$ cat config.mk
export PLATFORM = sky130hd
export DESIGN_NAME = rls_div
export DESIGN_NICKNAME = d
export VERILOG_FILES = /design/src/rtl/rls_parameter_estimator_unit_defines.svh /design/src/rtl/rls_pkg.sv /design/src/rtl/rls_div.sv
export SDC_FILE = /design/constraint.sdc
export NUM_CORES = 1
export LEC_CHECK = 0
export BUFFER_PORTS_ARGS = -buffer_cell sky130_fd_sc_hd__buf_4
export CELL_PAD_IN_SITES_DETAIL_PLACEMENT = 0
export CELL_PAD_IN_SITES_GLOBAL_PLACEMENT = 2
export CORE_MARGIN = 2
export CORE_UTILIZATION = 25
export DETAILED_ROUTE_END_ITERATION = 7
export GPL_TIMING_DRIVEN = 0
export PLACE_DENSITY_LB_ADDON = 0.05
export SYNTH_ARGS = -nofsm -noshare
export SYNTH_HDL_FRONTEND = slang
export SYNTH_SLANG_ARGS = --single-unit
$ cat constraint.sdc
create_clock -name clk -period 17.1 [get_ports clk]
set_clock_uncertainty 0.05 [all_clocks]
set_input_delay 2.565 -clock clk [delete_from_list [all_inputs] [get_ports clk]]
set_output_delay 2.565 -clock clk [all_outputs]
set_load 0.05 [all_outputs]
$ cat src/rtl/rls_parameter_estimator_unit_defines.svh
// Assertion macros for the RLS parameter estimator.
// Used by rls_parameter_estimator_unit; expects clk and rst_n in scope.
`ifndef RLS_PARAMETER_ESTIMATOR_UNIT_DEFINES_SVH
`define RLS_PARAMETER_ESTIMATOR_UNIT_DEFINES_SVH

// Same-cycle implication.
`define RLS_ASSERT_IMP(name, ante, cons) \
    name: assert property (@(posedge clk) disable iff (!rst_n) (ante) |-> (cons)) \
        else $error("rls estimator check failed");

// Next-cycle implication.
`define RLS_ASSERT_NXT(name, ante, cons) \
    name: assert property (@(posedge clk) disable iff (!rst_n) (ante) |=> (cons)) \
        else $error("rls estimator check failed");

`endif

$ cat src/rtl/rls_pkg.sv
// Shared types, constants and fixed-point helpers of the RLS estimator.
// No dependencies.
package rls_pkg;

    localparam int MAX_SIZE = 4;
    localparam int IDX_W    = $clog2(MAX_SIZE);
    localparam int CELLS    = MAX_SIZE * MAX_SIZE;
    localparam int CNT_W    = $clog2(2 * CELLS);
    localparam int DIVD_W   = 66;
    localparam int DIVS_W   = 51;
    localparam int Q_W      = 32;

    localparam logic [16:0] LAMBDA_MIN = 17'd32768;
    localparam logic [16:0] LAMBDA_MAX = 17'd65536;

    localparam logic [1:0] CFG_FORGET    = 2'd0;
    localparam logic [1:0] CFG_COV_SCALE = 2'd1;
    localparam logic [1:0] CFG_ACTIVE    = 2'd2;

    localparam logic signed [65:0] S32_MAX = 66'sd2147483647;
    localparam logic signed [65:0] S32_MIN = -66'sd2147483648;

    typedef enum logic [1:0] {
        OP_UPDATE,
        OP_RESET,
        OP_LOAD,
        OP_NOP
    } opcode_t;

    typedef enum logic [3:0] {
        S_IDLE,
        S_V_MUL,
        S_V_ACC,
        S_S_MUL,
        S_S_ACC,
        S_DEN,
        S_K_DIV_START,
        S_K_DIV_WAIT,
        S_K_MUL,
        S_K_ACC,
        S_P_MUL,
        S_P_DIV_START,
        S_P_DIV_WAIT,
        S_DONE
    } state_t;

    typedef struct packed {
        logic done;
        logic ovf;
    } div_status_t;

    function automatic logic signed [47:0] qmul(input logic signed [31:0] a,
                                                input logic signed [31:0] b);
        logic signed [63:0] p;
        p = a * b;
        return signed'(p[63:16]);
    endfunction

    function automatic logic signed [31:0] sat32(input logic signed [65:0] v);
        logic signed [31:0] r;
        if (v > S32_MAX)
            r = 32'sh7fffffff;
        else if (v < S32_MIN)
            r = 32'sh80000000;
        else
            r = signed'(v[31:0]);
        return r;
    endfunction

    function automatic logic ovf32(input logic signed [65:0] v);
        return (v > S32_MAX) || (v < S32_MIN);
    endfunction

endpackage

$ cat src/rtl/rls_div.sv
// Restoring signed divider, one quotient bit per cycle, saturating to 32 bits.
// Depends on rls_pkg.
module rls_div (
    input  logic                             clk,
    input  logic                             rst_n,
    input  logic                             start,
    input  logic signed [rls_pkg::DIVD_W-1:0] dividend,
    input  logic        [rls_pkg::DIVS_W-1:0] divisor,
    output logic signed [rls_pkg::Q_W-1:0]   quotient,
    output rls_pkg::div_status_t             status
);
    import rls_pkg::*;

    localparam int DS_W = DIVS_W + Q_W - 1;

    logic                busy_reg;
    logic                done_reg;
    logic [4:0]          cnt_reg;
    logic [DIVD_W-1:0]   rem_reg;
    logic [DS_W-1:0]     ds_reg;
    logic [Q_W-1:0]      q_reg;
    logic                neg_reg;
    logic                big_reg;

    logic [DIVD_W-1:0]   mag;
    logic                big;
    logic                ge;

    assign mag = dividend[DIVD_W-1] ? DIVD_W'(-dividend) : DIVD_W'(dividend);
    assign big = {{(DIVS_W + Q_W - DIVD_W){1'b0}}, mag} >= {divisor, {Q_W{1'b0}}};
    assign ge  = {{(DS_W - DIVD_W){1'b0}}, rem_reg} >= ds_reg;

    always_ff @(posedge clk or negedge rst_n)
    begin
        if (!rst_n)
        begin
            busy_reg <= 1'b0;
            done_reg <= 1'b0;
            cnt_reg  <= '0;
        end
        else
        begin
            done_reg <= 1'b0;
            if (start)
            begin
                busy_reg <= 1'b1;
                cnt_reg  <= 5'(Q_W - 1);
            end
            else if (busy_reg)
            begin
                cnt_reg <= cnt_reg - 5'd1;
                if (cnt_reg == '0)
                begin
                    busy_reg <= 1'b0;
                    done_reg <= 1'b1;
                end
            end
        end
    end

    always_ff @(posedge clk)
    begin
        if (start)
        begin
            rem_reg <= mag;
            ds_reg  <= {divisor, {(Q_W - 1){1'b0}}};
            q_reg   <= '0;
            neg_reg <= dividend[DIVD_W-1];
            big_reg <= big;
        end
        else if (busy_reg)
        begin
            if (ge)
                rem_reg <= rem_reg - ds_reg[DIVD_W-1:0];
            q_reg  <= {q_reg[Q_W-2:0], ge};
            ds_reg <= ds_reg >> 1;
        end
    end

    always_comb
    begin
        status.done = done_reg;
        status.ovf  = 1'b0;
        quotient    = signed'(q_reg);
        if (big_reg)
        begin
            status.ovf = 1'b1;
            quotient   = neg_reg ? 32'sh80000000 : 32'sh7fffffff;
        end
        else if (!neg_reg)
        begin
            if (q_reg[Q_W-1])
            begin
                status.ovf = 1'b1;
                quotient   = 32'sh7fffffff;
            end
        end
        else if (q_reg > 32'h80000000)
        begin
            status.ovf = 1'b1;
            quotient   = 32'sh80000000;
        end
        else
            quotient = signed'(-q_reg);
    end

endmodule

==> flow_summary.toml <==
[die]
coreArea_um2 = 60000
fp.dieH_um = 250
die_area_um2 = 62300
rows = 90
ios = 154
die_width_um = 250
initial_utilization_pct = 25.1

[timing]
slew-limit-headroom_pct = 8.96
finalHoldViolations = 0
period_share_pct = 58.3
holdWs_ns = 0.458
finalSetupViolations = 0
period_needed_ns = 9.96
finalMaxSlewViolations = 0
worstMarginPinSlew_ns = 1.35
timing.fmax_mhz = 100
rsz0062_at_grt = "false"
final.setup.tns_ns = 0

[critical_path]
cp-endpoint = "big_reg"
cp_max_fo = 6
arrival_ns = 10.25
worstPathCellList = "buf_4 -> inv_1 -> ha_1 -> or3b_2 -> nor4_1 -> and2_1 -> nand3b_1 -> or3_1 -> nand2b_1 -> o21ai_0 -> xnor2_1 -> ha_1 -> nand4_1 -> nor2_1 -> nand2_1 -> nor4_1 -> nand3_1 -> nor4_1 -> nand4_1 -> nor4_1 -> nand4b_1 -> o22ai_1"
r2r_setup_slack_ns = 11.38
cp-start-kind = "input port"
cp.depth = 22
slowest_delay_ns = 0.94
critPathKind = "input port to flop"
crit_family = "simple AND/OR/NAND/NOR gates"
path_common_cell = "nor4_1"
regToRegEndpoint = "rem_reg[45]"
end_kind = "flop"
r2r_start = "ds_reg[17]"
critPathLaunch = "dividend[1]"
reg2reg_depth = 16
crit_slowest_cell = "nor4_1"
crit_required_ns = 17.39
path_buf_inv = 2

[cts]
clock_path_buffers = 2
clkSinkCount = 189
cts-root-buf = "clkbuf_16"
cts_resized = 0
cts_hold_buf = 0
post_cts.repair.setup_buffers = 0
cts_tree = "built"
path_clk_slew_ns = 0.08
cts_buffers = 17
clk_latency_ns = 0.50
h-tree-depth = 4

[global_route]
grt_first_pass_wirelength_um = 88700
grt_util_all_layers_pct = 19.0
grt_max_degree = 52
grt-ovfl-total = 0
antenna_found_initial = 1
first_global_vias = 13900

[yosys]
yosysWarnings = 0
netlist.area_leader.share_pct = 23.7
yosysSeqAreaShare_pct = 33.2
synth.largest_area_cell = "edfxtp_1"
synth_area_um2 = 15100
yosys-top-cells-area = "edfxtp_1 (24%), ha_1 (8.6%), dfxtp_1 (8.4%)"
avgSynthCellArea_um2 = 8.36
synth_cells = 1804
synth_nets = 2029
ys.flop_type = "edfxtp_1"
async_flop_share_pct = 3.70
synth_edf_count = 119
yosysUniqueCellTypes = 81
synth-seq-cells = 189

[worst_hold_path]
hp-class = "flop to flop"
holdPathStages = 2

[cells_and_area]
mostFrequentLayoutCell = "nand2_1"
area_growth_pct = 18.5
drive_above_1_share_pct = 11.1
largest_reg_flops = 82
nets = 2201
final_cell_mix = "nand2_1 (204), buf_4 (151), nor2_1 (147)"
fillerInstances = 6512
antenna_cells = 0
instances_no_fill = 2771

[route]
drc = 0
ant_nets = 0
via_count = 13800
wl_per_cell_um = 21.2
viasPerCell = 4.99
drt_first_pass_iters = 4
routed_wl_um = 58800
drt_iter0_markers = 963

[power_and_ir_drop]
p_int_uw = 988
comb_power_share_pct = 38.4
p_leak_uw = 0.00750
power.net_switching_uw = 614
powerDensity_nw_per_um2 = 89.6
ir_worst_vdd_uv = 83.8
pwr-share-seq_pct = 34.5
pwr-share-clk_pct = 27.0
switching_share_pct = 38.3

[placement]
routabilityCongestion = 0.819
dp_cells = 2739
port-buffer-count = 150
hpwl_um = 46800

[job]
cap_violations = 0

[status]
status = "finished, final reports clean"
[power by group through the flow]
stage / clock network (µW) / registers, µW / logic (µW)
2_1_floorplan: 0 / 563 / 415
3_3_place_gp: 0 / 569 / 616
3_5_place_dp: 0 / 564 / 617
4_1_cts: 449 / 554 / 621
5_1_grt: 461 / 558 / 687
6_report: 433 / 553 / 616
[routing by layer]
| metal | part of all wire [%] | routed length, µm | up-vias | track usage, % |
|---|---|---|---|---|
| met3 | 3.7 | 2160 | 53 | 3.13 |
| met2 | 48 | 28100 | 247 | 32.0 |
| met1 | 46 | 27300 | 6645 | 24.8 |
| met5 | 0 | 0 | - | 0 |
| li1 | - | - | 6876 | - |
| met4 | 2.1 | 1220 | 0 | 5.59 |
[kinds of logic after synthesis]
logic type / after synthesis / synth area share [%]
mux: 69 / 4.61
flops: 189 / 33.2
buf+inv: 246 / 6.20
fa+ha+maj: 105 / 8.76
xor+xnor: 127 / 7.38
compound gates: 496 / 21.5
simple gates: 572 / 18.4
[worst min-delay path, stage by stage, from the launching register on]
cell and delay [ns]:
dfxtp_1 0.33, mux2i_1 0.06, nor2_1 0.08
[through the flow]
stage | setup WS (ns) | area (µm²) | total power, µW | util (%)
3_5_place_dp | 6.54 | 17300 | 1180 | 28.8
6_report | 7.14 | 17900 | 1600 | 29.8
2_1_floorplan | 9.73 | 15100 | 977 | -
5_1_grt | 6.77 | 17900 | 1710 | 29.8
3_3_place_gp | 5.23 | 17200 | 1180 | 28.6
4_1_cts | 7.06 | 17900 | 1620 | 29.8
[cells in the mapped netlist (all sizes together) (4+ instances only)]
cell,n
nand2,205
nor2,147
inv,144
o21ai,124
a21oi,122
edfxtp,119
ha,104
xnor2,81
clkbuf,77
mux2i,66
dfxtp,63
o31ai,60
a21o,55
xor2,46
nor3,35
nand4,33
or3,28
o311ai,27
buf,25
nand3,24
nor4,19
a22o,16
nand2b,16
or4,16
o41ai,14
a31oi,13
nor2b,9
o21bai,9
o21a,8
or2,8
and3,7
dfrtp,7
a211oi,5
a41oi,5
a311oi,4
and2,4
nor4bb,4
o211ai,4
[cell type report]
cell class / instances / area, µm² / share of cell area, %
Buffer: 102 / 394 / 2.21
Inverter: 144 / 541 / 3.02
Tap cell: 782 / 978 / 5.48
Timing Repair Buffer: 153 / 1190 / 6.64
Clock buffer: 21 / 514 / 2.88
Multi-Input combinational cell: 1369 / 9160 / 51.2
Clock inverter: 11 / 90.1 / 0.504
Sequential cell: 189 / 5010 / 28.0
[how the worst min path moves through the flow]
stage | slack, ns | to | from
2_1_floorplan | 0.41 | ds_reg[0] | ds_reg[0]
3_3_place_gp | 0.46 | ds_reg[25] | ds_reg[26]
3_5_place_dp | 0.44 | ds_reg[0] | ds_reg[0]
4_1_cts | 0.46 | ds_reg[0] | ds_reg[0]
5_1_grt | 0.51 | ds_reg[25] | ds_reg[25]
6_report | 0.46 | ds_reg[0] | ds_reg[0]
(Power assumes the default switching activity.)
